[src/hw/rtl/ibe_pkg.sv]
package ibe_pkg;

   // width of the working immediate: a 32-bit value negated, made pc-relative
   // and negated again still fits
   localparam int ImmW = 34;
   localparam int AddrW = 16;

   // mode bit positions
   localparam int MB_PREFIX = 0;
   localparam int MB_LDRR   = 1;
   localparam int MB_REL    = 2;
   localparam int MB_ADDSUB = 3;
   localparam int MB_NEG    = 4;
   localparam int MB_RST    = 5;
   localparam int MB_STOP   = 6;
   localparam int MB_IMM    = 7;

   // immediate kinds
   localparam logic [2:0] KIND_BIT   = 3'd1;
   localparam logic [2:0] KIND_UBYTE = 3'd2;
   localparam logic [2:0] KIND_SBYTE = 3'd3;
   localparam logic [2:0] KIND_UWORD = 3'd4;

   // status codes
   localparam logic [2:0] ST_OK      = 3'd0;
   localparam logic [2:0] ST_MEM_MEM = 3'd1;
   localparam logic [2:0] ST_IMM_RNG = 3'd2;
   localparam logic [2:0] ST_JMP_RNG = 3'd3;
   localparam logic [2:0] ST_BAD_RST = 3'd4;

   localparam logic [2:0] REG_MEMHL = 3'd6;
   localparam logic [2:0] REG_A     = 3'd7;

   localparam logic [7:0]  OP_SWAP     = 8'h10;
   localparam logic [7:0]  OP_LDH_TO   = 8'hE0;
   localparam logic [7:0]  OP_LDH_FROM = 8'hF0;
   localparam logic [7:0]  OP_PREFIX   = 8'hCB;
   localparam logic [15:0] HIGH_PAGE   = 16'hFF00;
   localparam int          RST_MAX     = 'h38;

   // one instruction on its way down the pipeline
   typedef struct packed {
      logic [7:0]      enc;
      logic [7:0]      mode;
      logic [2:0]      kind;
      logic [2:0]      lnum;
      logic [2:0]      rnum;
      logic [3:0]      lsh;
      logic [3:0]      rsh;
      logic [ImmW-1:0] imm;
      logic [AddrW:0]  addrp2;
      logic            w8;
      logic            w16;
      logic [2:0]      status;
   } stage_type;

   // finished byte list held by the output serialiser
   typedef struct packed {
      logic [3:0][7:0] bytes;
      logic [1:0]      last_idx;
      logic [2:0]      status;
   } ser_type;

endpackage

[src/hw/rtl/instruction_byte_encoder.sv]
// channel   ports                                   handshake
// --------  --------------------------------------  ------------------------------
// request   req_* (10 fields)                        taken when start & !busy
// result    rsp_out_byte, rsp_last_byte, rsp_status  one cycle each, rsp_strobe
//
// five register stages: negate, pc-relative, add/sub swap, high page, range
// check and byte assembly into the output serialiser
// a request can enter every cycle while busy is low
// the serialiser sends one byte a cycle, so an instruction of n bytes (1..4)
// holds the pipeline until its last byte is out; busy rises when the pipeline is full
// synchronous active-high reset clears the valid bits and the serialiser
// the receiver cannot stall: every result is taken on its strobe cycle
module instruction_byte_encoder (
   input  logic        clock,
   input  logic        reset,
   input  logic        start,
   output logic        busy,
   input  logic [7:0]  req_base_opcode,
   input  logic [7:0]  req_mode_bits,
   input  logic [2:0]  req_immediate_kind,
   input  logic [2:0]  req_left_register,
   input  logic [2:0]  req_right_register,
   input  logic signed [3:0]  req_left_shift,
   input  logic signed [3:0]  req_right_shift,
   input  logic signed [31:0] req_immediate_value,
   input  logic        req_immediate_negated,
   input  logic [15:0] req_instruction_address,
   output logic        rsp_strobe,
   output logic [7:0]  rsp_out_byte,
   output logic        rsp_last_byte,
   output logic [2:0]  rsp_status
);

   // valid bits of the four pipeline registers
   logic [4:1] vld_ff;
   logic [4:1] rdy;
   logic       accept;

   ibe_pkg::stage_type st1_ff, st1_in;
   ibe_pkg::stage_type st2_ff, st2_in;
   ibe_pkg::stage_type st3_ff, st3_in;
   ibe_pkg::stage_type st4_ff, st4_in;

   // output serialiser
   logic             ser_valid_ff;
   ibe_pkg::ser_type ser_ff, ser_in;
   logic [1:0]       idx_ff;
   logic             ser_ready;

   // ------------------------------------------------------------------
   // flow control: a stage moves on when the next one is empty or moving
   // ------------------------------------------------------------------
   assign ser_ready = !ser_valid_ff || (idx_ff == ser_ff.last_idx);
   assign rdy[4]    = !vld_ff[4] || ser_ready;
   assign rdy[3]    = !vld_ff[3] || rdy[4];
   assign rdy[2]    = !vld_ff[2] || rdy[3];
   assign rdy[1]    = !vld_ff[1] || rdy[2];
   assign busy      = !rdy[1];
   assign accept    = start && !busy;

   // stage 1: apply the leading minus sign, catch memory-to-memory loads
   always_comb begin
      logic [ibe_pkg::ImmW-1:0] ext;
      ext = {{(ibe_pkg::ImmW-32){req_immediate_value[31]}}, req_immediate_value};
      st1_in.enc    = req_base_opcode;
      st1_in.mode   = req_mode_bits;
      st1_in.kind   = req_immediate_kind;
      st1_in.lnum   = req_left_register;
      st1_in.rnum   = req_right_register;
      st1_in.lsh    = req_left_shift;
      st1_in.rsh    = req_right_shift;
      st1_in.imm    = req_immediate_negated ? (ibe_pkg::ImmW'(0) - ext) : ext;
      st1_in.addrp2 = {1'b0, req_instruction_address} + (ibe_pkg::AddrW + 1)'(2);
      st1_in.w8     = 1'b0;
      st1_in.w16    = 1'b0;
      if (req_mode_bits[ibe_pkg::MB_LDRR] && req_left_register == ibe_pkg::REG_MEMHL &&
          req_right_register == ibe_pkg::REG_MEMHL) begin
         st1_in.status = ibe_pkg::ST_MEM_MEM;
      end else begin
         st1_in.status = ibe_pkg::ST_OK;
      end
   end

   // stage 2: relative jumps measured from the end of the instruction
   always_comb begin
      st2_in = st1_ff;
      if (st1_ff.mode[ibe_pkg::MB_REL]) begin
         st2_in.imm = st1_ff.imm -
                      {{(ibe_pkg::ImmW - ibe_pkg::AddrW - 1){1'b0}}, st1_ff.addrp2};
      end
   end

   // stage 3: add <-> sub for a negative immediate, then the negate flag
   always_comb begin
      logic swap;
      st3_in = st2_ff;
      swap   = st2_ff.mode[ibe_pkg::MB_ADDSUB] && st2_ff.imm[ibe_pkg::ImmW-1];
      if (st2_ff.mode[ibe_pkg::MB_IMM]) begin
         if (swap) begin
            st3_in.enc = st2_ff.enc ^ ibe_pkg::OP_SWAP;
         end
         // two negations cancel
         if (swap ^ st2_ff.mode[ibe_pkg::MB_NEG]) begin
            st3_in.imm = ibe_pkg::ImmW'(0) - st2_ff.imm;
         end
      end
   end

   // stage 4: immediate byte count and the short high-page loads
   always_comb begin
      logic hp;
      st4_in = st3_ff;
      hp = !st3_ff.imm[ibe_pkg::ImmW-1] &&
           (st3_ff.imm[ibe_pkg::ImmW-2:0] >= (ibe_pkg::ImmW-1)'(ibe_pkg::HIGH_PAGE));
      if (st3_ff.mode[ibe_pkg::MB_IMM]) begin
         case (st3_ff.kind)
            ibe_pkg::KIND_UBYTE, ibe_pkg::KIND_SBYTE: st4_in.w8 = 1'b1;
            ibe_pkg::KIND_UWORD:                      st4_in.w16 = 1'b1;
            default: ;
         endcase
         if (hp && st3_ff.rnum == ibe_pkg::REG_A) begin
            st4_in.enc  = ibe_pkg::OP_LDH_TO;
            st4_in.imm  = {{(ibe_pkg::ImmW-8){1'b0}}, st3_ff.imm[7:0]};
            st4_in.rnum = 3'd0;
            st4_in.w8   = 1'b1;
            st4_in.w16  = 1'b0;
         end else if (hp && st3_ff.lnum == ibe_pkg::REG_A) begin
            st4_in.enc  = ibe_pkg::OP_LDH_FROM;
            st4_in.imm  = {{(ibe_pkg::ImmW-8){1'b0}}, st3_ff.imm[7:0]};
            st4_in.lnum = 3'd0;
            st4_in.w8   = 1'b1;
            st4_in.w16  = 1'b0;
         end
      end
   end

   // stage 5: range and restart checks, operand insertion, byte list
   always_comb begin
      logic signed [ibe_pkg::ImmW-1:0] imm_s;
      logic       bad;
      logic       rst;
      logic [2:0] status;
      logic [7:0] lsel;
      logic [7:0] op;
      logic [2:0] n;
      imm_s  = $signed(st4_ff.imm);
      rst    = st4_ff.mode[ibe_pkg::MB_RST];
      status = st4_ff.status;
      case (st4_ff.kind)
         ibe_pkg::KIND_BIT:   bad = imm_s < 0 || imm_s > 7;
         ibe_pkg::KIND_UBYTE: bad = imm_s < 0 || imm_s > 255;
         ibe_pkg::KIND_SBYTE: bad = imm_s < -128 || imm_s > 127;
         ibe_pkg::KIND_UWORD: bad = imm_s < 0 || imm_s > 65535;
         default:             bad = 1'b0;
      endcase
      if (status == ibe_pkg::ST_OK && st4_ff.mode[ibe_pkg::MB_IMM]) begin
         if (bad) begin
            status = st4_ff.mode[ibe_pkg::MB_REL] ? ibe_pkg::ST_JMP_RNG : ibe_pkg::ST_IMM_RNG;
         end else if (rst && (imm_s < 0 || imm_s > ibe_pkg::RST_MAX ||
                              st4_ff.imm[2:0] != 3'd0)) begin
            status = ibe_pkg::ST_BAD_RST;
         end
      end

      // the checked immediate stands in for the left operand of bit and rst
      if (st4_ff.mode[ibe_pkg::MB_IMM] &&
          (st4_ff.kind == ibe_pkg::KIND_BIT || rst)) begin
         lsel = st4_ff.imm[7:0];
      end else begin
         lsel = {5'd0, st4_ff.lnum};
      end
      op = st4_ff.enc;
      if (!st4_ff.lsh[3]) begin
         op = op | (lsel << st4_ff.lsh[2:0]);
      end
      if (!st4_ff.rsh[3]) begin
         op = op | ({5'd0, st4_ff.rnum} << st4_ff.rsh[2:0]);
      end

      ser_in.bytes = '0;
      n = 3'd0;
      if (st4_ff.mode[ibe_pkg::MB_PREFIX]) begin
         ser_in.bytes[n[1:0]] = ibe_pkg::OP_PREFIX;
         n = n + 3'd1;
      end
      ser_in.bytes[n[1:0]] = op;
      n = n + 3'd1;
      if (st4_ff.w16) begin
         ser_in.bytes[n[1:0]] = st4_ff.imm[7:0];
         n = n + 3'd1;
         ser_in.bytes[n[1:0]] = st4_ff.imm[15:8];
         n = n + 3'd1;
      end else if (st4_ff.w8) begin
         ser_in.bytes[n[1:0]] = st4_ff.imm[7:0];
         n = n + 3'd1;
      end else if (st4_ff.mode[ibe_pkg::MB_STOP]) begin
         ser_in.bytes[n[1:0]] = 8'h00;
         n = n + 3'd1;
      end
      ser_in.last_idx = 2'(n - 3'd1);
      ser_in.status   = status;

      // an error is a single zero byte carrying the status
      if (status != ibe_pkg::ST_OK) begin
         ser_in.bytes    = '0;
         ser_in.last_idx = 2'd0;
      end
   end

   // ------------------------------------------------------------------
   // registers
   // ------------------------------------------------------------------
   always_ff @(posedge clock) begin
      if (reset) begin
         vld_ff       <= '0;
         ser_valid_ff <= 1'b0;
         idx_ff       <= 2'd0;
      end else begin
         if (rdy[1]) vld_ff[1] <= accept;
         if (rdy[2]) vld_ff[2] <= vld_ff[1];
         if (rdy[3]) vld_ff[3] <= vld_ff[2];
         if (rdy[4]) vld_ff[4] <= vld_ff[3];
         if (ser_ready) begin
            ser_valid_ff <= vld_ff[4];
            idx_ff       <= 2'd0;
         end else begin
            idx_ff <= idx_ff + 2'd1;
         end
      end
   end

   // payload needs no reset
   always_ff @(posedge clock) begin
      if (rdy[1]) st1_ff <= st1_in;
      if (rdy[2]) st2_ff <= st2_in;
      if (rdy[3]) st3_ff <= st3_in;
      if (rdy[4]) st4_ff <= st4_in;
      if (ser_ready) ser_ff <= ser_in;
   end

   // result ports straight from the serialiser
   assign rsp_strobe    = ser_valid_ff;
   assign rsp_out_byte  = ser_ff.bytes[idx_ff];
   assign rsp_last_byte = (idx_ff == ser_ff.last_idx);
   assign rsp_status    = ser_ff.status;

   // ------------------------------------------------------------------
   // assertions
   // ------------------------------------------------------------------
   a_err_single: assert property (@(posedge clock) disable iff (reset)
      rsp_strobe && rsp_status != ibe_pkg::ST_OK |-> rsp_last_byte && rsp_out_byte == 8'h00)
      else $error("error result is not a single zero byte");

   a_bytes_contiguous: assert property (@(posedge clock) disable iff (reset)
      rsp_strobe && !rsp_last_byte |=> rsp_strobe && rsp_status == ibe_pkg::ST_OK)
      else $error("instruction bytes interrupted");

   a_busy_full: assert property (@(posedge clock) disable iff (reset)
      busy |-> vld_ff[1] && vld_ff[2] && vld_ff[3] && vld_ff[4] && ser_valid_ff)
      else $error("busy while the pipeline has room");

   a_reset_quiet: assert property (@(posedge clock)
      reset |=> !rsp_strobe && !busy)
      else $error("activity right after reset");

endmodule
[config.mk]
export PLATFORM = sky130hd
export DESIGN_NAME = instruction_byte_encoder
export DESIGN_NICKNAME = d
export VERILOG_FILES = /design/src/hw/rtl/ibe_pkg.sv /design/src/hw/rtl/instruction_byte_encoder.sv
export SDC_FILE = /design/constraint.sdc
export NUM_CORES = 1
export LEC_CHECK = 0
export CAP_MARGIN = 10
export CORE_MARGIN = 3
export CORE_UTILIZATION = 50
export CTS_CLUSTER_DIAMETER = 120
export CTS_CLUSTER_SIZE = 16
export DETAILED_ROUTE_END_ITERATION = 6
export DONT_BUFFER_PORTS = 1
export PLACE_DENSITY = 0.72
export SLEW_MARGIN = 20
export SYNTH_ARGS = -nofsm -noshare
export SYNTH_HDL_FRONTEND = slang
export SYNTH_SLANG_ARGS = --single-unit
[constraint.sdc]
create_clock -name clock -period 5.4 [get_ports clock]
set_clock_uncertainty 0.05 [all_clocks]
set_input_delay 0.81 -clock clock [delete_from_list [all_inputs] [get_ports clock]]
set_output_delay 0.81 -clock clock [all_outputs]
set_load 0.01 [all_outputs]
# Yosys cells after proc, flatten, opt, wreduce, memory -nomap -nowiden

Cells that the tools add are included.

Flip-flop bits (word level): 343
Memories kept: 0
Word-level logic and storage cells: 182
ROM bits: 0
Bits in writable memories: 0
Bits in latches: 0
Output and inout port bits: 14
Input bits: 85

Shift operators: 2
Magnitude comparators: 15
Bitwise gates (word level): 7
Mux-type cells: 48
Div/mod/pow operators: 0
$add $sub $neg: 9
Multiply operators: 0
Reductions and logical operators: 38
Eq/ne operators: 12

Operator list:

| operator                                                                              | number |
|---|---|
| 34-bit two-way mux                                                                    | 7 |
| 32-bit bitwise mux                                                                    | 3 |
| 32-bit two-way mux                                                                    | 3 |
| 8-bit two-way mux                                                                     | 11 |
| 8-bit demux with 2-bit select                                                         | 3 |
| 34-bit by 17-bit greater-than comparator with 1-bit output, second input constant     | 1 |
| 34-bit by 4-bit greater-than comparator with 1-bit output, second input constant      | 1 |
| 34-bit by 7-bit greater-than comparator with 1-bit output, second input constant      | 1 |
| 34-bit by 8-bit greater-than comparator with 1-bit output, second input constant      | 1 |
| 34-bit by 9-bit greater-than comparator with 1-bit output, second input constant      | 1 |
| 34-bit by 1-bit < comparator with 1-bit output, second input constant                 | 1 |
| 34-bit by 8-bit < comparator with 1-bit output, second input constant                 | 1 |
| 1-bit by 34-bit subtractor with 34-bit output, first input constant                   | 1 |
| 34-bit by 17-bit subtractor with 34-bit output                                        | 1 |
| 33-bit by 16-bit greater-or-equal comparator with 1-bit output, second input constant | 1 |
| 1-bit by 32-bit subtractor with 33-bit output, first input constant                   | 1 |
| 32-bit bitwise AND                                                                    | 1 |
| 32-bit NOT                                                                            | 1 |
| 3-bit == test, second input constant                                                  | 6 |
| 3-bit two-way mux                                                                     | 6 |
| 16-bit by 2-bit adder with 17-bit output, second input constant                       | 1 |
| 8-bit binary-select mux with 2-bit select                                             | 1 |
| 8-bit bitwise OR                                                                      | 2 |
| 1-bit logical AND                                                                     | 13 |
| 23 further kinds                                                                      | 62 |

# Depth between registers and ports, before layout

Depth in word-level cells: 14
Depth in mapped cells: 9
Depth with buffers taken out: 9

# Worst setup path after synthesis

No wires, ideal clock.

Kind: reg-to-output
Start: register idx_ff[1]
End: output busy
Setup slack: -423 ps
Path buffers: 2
Stages on the path, launching flop included: 9
Arrival: 4963 ps
Path through: dfxtp_1 clkbuf_1 xnor2_1 nand2_1 and2_1 clkbuf_1 nand4_1 or2_2 inv_1

Longest elaborated chain between the ends: 7

RTL lines:

| element                | line                            | RTL |
|---|---|---|
| from (decl)            | instruction_byte_encoder.sv:47  | `logic [1:0] idx_ff;` |
| from (signal assigned) | instruction_byte_encoder.sv:227 | `idx_ff <= idx_ff + 2'd1;` |
| 2-bit == test          | instruction_byte_encoder.sv:53  | `assign ser_ready = !ser_valid_ff \|\| (idx_ff == ser_ff.last_idx);` |
| 1-bit logical OR       | instruction_byte_encoder.sv:53  |  |
| 1-bit logical OR       | instruction_byte_encoder.sv:54  | `assign rdy[4] = !vld_ff[4] \|\| ser_ready;` |
| 1-bit logical OR       | instruction_byte_encoder.sv:55  | `assign rdy[3] = !vld_ff[3] \|\| rdy[4];` |
| 1-bit logical OR       | instruction_byte_encoder.sv:56  | `assign rdy[2] = !vld_ff[2] \|\| rdy[3];` |
| named net rdy, one bit | instruction_byte_encoder.sv:36  | `logic [4:1] rdy;` |
| 1-bit logical OR       | instruction_byte_encoder.sv:57  | `assign rdy[1] = !vld_ff[1] \|\| rdy[2];` |
| 1-bit zero test        | instruction_byte_encoder.sv:58  | `assign busy = !rdy[1];` |
| to (decl)              | instruction_byte_encoder.sv:17  | `output logic busy,` |

The timed path passes the listed nets, and every way through them passes these cells.

# Worst setup path after layout

Start: register idx_ff[0]
End: output busy

The elaborated chain is that of the path after synthesis.

==> metrics <==
Reg-to-Reg End=ser_ff[16]; period utilization=0.630; H-tree depth=1; CP Launch Type=flop; dpl hpwl=approximately 19,000 µm; Initial Util=0.514; Slew @ Worst Pin=slightly above 1 ns; EDFF count, synth=319; Post-DP Area=0.0153 mm²; ant diodes=0; setup_tns=0 ns; RSZ-0062 raised after global routing=no; vias in the first global route=between 8,000 and 9,000; ys flop type=edfxtp_1; Sink Count=around 330; Via-to-Cell Ratio=around 5.7; async set or reset register ratio after synthesis=0; Arrival @ worst endpoint=between 2 and 3 ns; Routed Antenna Nets=0; Die Y=roughly 180 µm; type of the worst setup path=reg2out; min Tclk post-route=between 3 and 4 ns; Slew headroom=0.323; Routed WL=between 20,000 and 30,000 µm; Std-Cell Rows=between 60 and 70; initial DRC count=roughly 640; worst hold-check path type=in2reg; Yosys Warn Count=0; initial antenna violation count=0; clk_lat worst skew=approximately 0.53 ns; Slew Limit Fails=0; R2R Path Start=st4_ff[54]; Worst R2R Setup Slack=about 2.3 ns; nets=approximately 1,200; Total GRT Usage=0.166; worst path required time=between 4 and 5 ns; Wirelength per Cell=~17 µm; I/O Buffers=0; status=completed; worst setup path start=idx_ff[0]; drt first pass iters=5; fill count=roughly 2,300; syn_nets=1,215; Critical Path End=busy; clock transition at the registers of the reported paths=0.08 ns; Crit-path slowest cell=dfxtp_1; routability cong.=slightly above 0.9; Max FO, Critical Path=24; Setup-failing EPs final=0; Max Freq=approximately 300 MHz; CP Capture Type=output pin; PwrDens=347 mW/mm²; Post-CTS Hold Fix Bufs=0; #FFs+latches synth=326; CTS buffer count=24; syn_area_per_cell=~13 µm²; final hold vios=0; Root Driver=clkbuf_16; first-pass GRT wire length=42,500 µm; Post-Syn Instances=around 1,100; Yosys cell types=roughly 70; CTS tree=done; Longest Clk Path Bufs=3; sequential share of the synthesized area=0.652; Largest stage delay, worst path=about 0.76 ns; die area=roughly 0.032 mm²; via count=around 8,600; CTS resizes=0; largest net degree at the start of global routing=approximately 70; Cell Chain, Critical Path=xnor2_1 -> nand2_1 -> and2_1 -> nand4_1 -> or2_4 -> inv_2; R2R depth=6; Max IR drop VDD=0.000228 V; Max Cap Viol=0; design area=about 0.016 mm²; cell leakage power=approximately 5.7 nW; DR DRC count=0; post-CTS setup buffers=0; Synth-to-Final Area Change=7.34%; share of layout cells above drive strength 1=0.0776; Die Span X=approximately 180 µm; GRT overflow=0; synthesized cell area=about 0.015 mm²; core area=roughly 0.029 mm²; number of I/O pins=99
-- how the worst min path moves through the flow --
stage / end / slack, ns / from / cells after the start
2_1_floorplan: st2_ff[0] / 0.35 / st1_ff[0] / 0
3_3_place_gp: st2_ff[59] / 0.35 / st1_ff[59] / 0
3_5_place_dp: st2_ff[62] / 0.35 / st1_ff[62] / 0
4_1_cts: vld_ff[3] / 0.26 / reset / 1
5_1_grt: vld_ff[3] / 0.27 / reset / 1
6_report: vld_ff[3] / 0.28 / reset / 1
-- stage by stage --
stage / worst slack (ns) / total power [W] / instances / util / hold slack (ns)
after floorplan: -0.0664 / 0.00379 / 1108 / - / 0.350
final: 2.00 / 0.00556 / 1505 / 0.552 / 0.282
after global routing: 1.76 / 0.00581 / 1505 / 0.552 / 0.267
after global placement: 2.24 / 0.00395 / 1469 / 0.529 / 0.354
after detailed placement: 2.19 / 0.00398 / 1469 / 0.529 / 0.355
after CTS: 1.91 / 0.00560 / 1505 / 0.552 / 0.262
-- final cells by class --
class / count / area, µm² / share of cell area
sequential: 326 / 9720 / 0.607
tap: 384 / 480 / 0.0300
clock inverter: 1 / 11.3 / 0.000703
multi-input combinational: 702 / 4880 / 0.305
timing repair buffer: 10 / 75.1 / 0.00469
clock buffer: 35 / 663 / 0.0414
inverter: 47 / 176 / 0.0110
-- layer usage --
metal	vias to the layer above	wire length, µm	global-route usage	part of all wire
met5	-	0	0	0
met4	0	658	0.0484	0.025
met3	49	1360	0.0301	0.052
met2	223	13100	0.288	0.50
met1	4096	11100	0.214	0.42
li1	4211	-	-	-
-- layout by cell type (no fill, tap or decap), drive strengths merged, types with 26 or more instances in the layout --
master	netlist	routed
o21ai	39	39
edfxtp	319	319
nor2	72	72
xnor2	84	84
nand3	35	35
clkbuf	23	35
inv	46	47
a21oi	33	33
nor3	26	26
nand2	62	62
and2	37	37
-- kinds of logic (layout without fill, tap and decap cells) --
logic type	after synthesis	after routing	share of synthesized area
and+or+nand+nor	372	372	0.136
DFF	326	326	0.652
AOI/OAI and AO/OA	176	176	0.0825
xor gates and xnor gates	104	104	0.0611
buffers and inverters	80	93	0.0216
muxes	28	28	0.0287
adders and majority gates	22	22	0.0190
-- report_power, final --
part	switching [W]	internal (W)	leakage, nW
clock network	0.000785	0.000847	0.326
registers	0.000238	0.00313	3.50
logic	0.000288	0.000278	1.83
-- cell usage after synthesis (4+ instances only) --
cell type  instances  share of area
a211oi_1           8         0.0040
a21o_1             6         0.0030
a21oi_1           33          0.011
a31oi_1           15         0.0063
and2_1            37          0.016
and3_1            14         0.0059
buf_1              4         0.0010
clkbuf_1          23         0.0058
dfxtp_1            7         0.0094
edfxtp_1         319           0.64
ha_1              21          0.018
inv_1             46          0.012
mux2_2             8         0.0060
mux2i_1            9         0.0060
mux4_2            11          0.017
nand2_1           62          0.016
nand2b_1          11         0.0046
nand3_1           35          0.012
nand3b_1           7         0.0035
nand4_1           23         0.0096
nand4b_1           5         0.0029
nor2_1            72          0.018
nor2b_1            9         0.0038
nor3_1            24         0.0081
nor3b_1            7         0.0035
nor4_1            17         0.0071
o2111ai_1          7         0.0041
o21a_1             7         0.0035
o21ai_0           39          0.013
o31ai_1           19         0.0096
o41ai_1            7         0.0041
or2_2              9         0.0038
or3_1             15         0.0063
or4_1             14         0.0070
xnor2_1           84          0.049
xor2_1            20          0.012
-- worst max-delay path: cells and delay by family (launching register included) --
kind,cells,cell delay (ns)
buffers and inverters,1,0.12
DFF,1,0.76
and+or+nand+nor,4,0.94
xor gates and xnor gates,1,0.14
-- state kept, by name, indices dropped and copies added, names as in the netlist --
signal	cells
rsp_strobe	1
st1_ff	83
vld_ff	4
ser_ff	34
st4_ff	67
st3_ff	65
idx_ff	2
st2_ff	67
rsp_status	3
No activity file was read; power rests on OpenSTA's default activity.
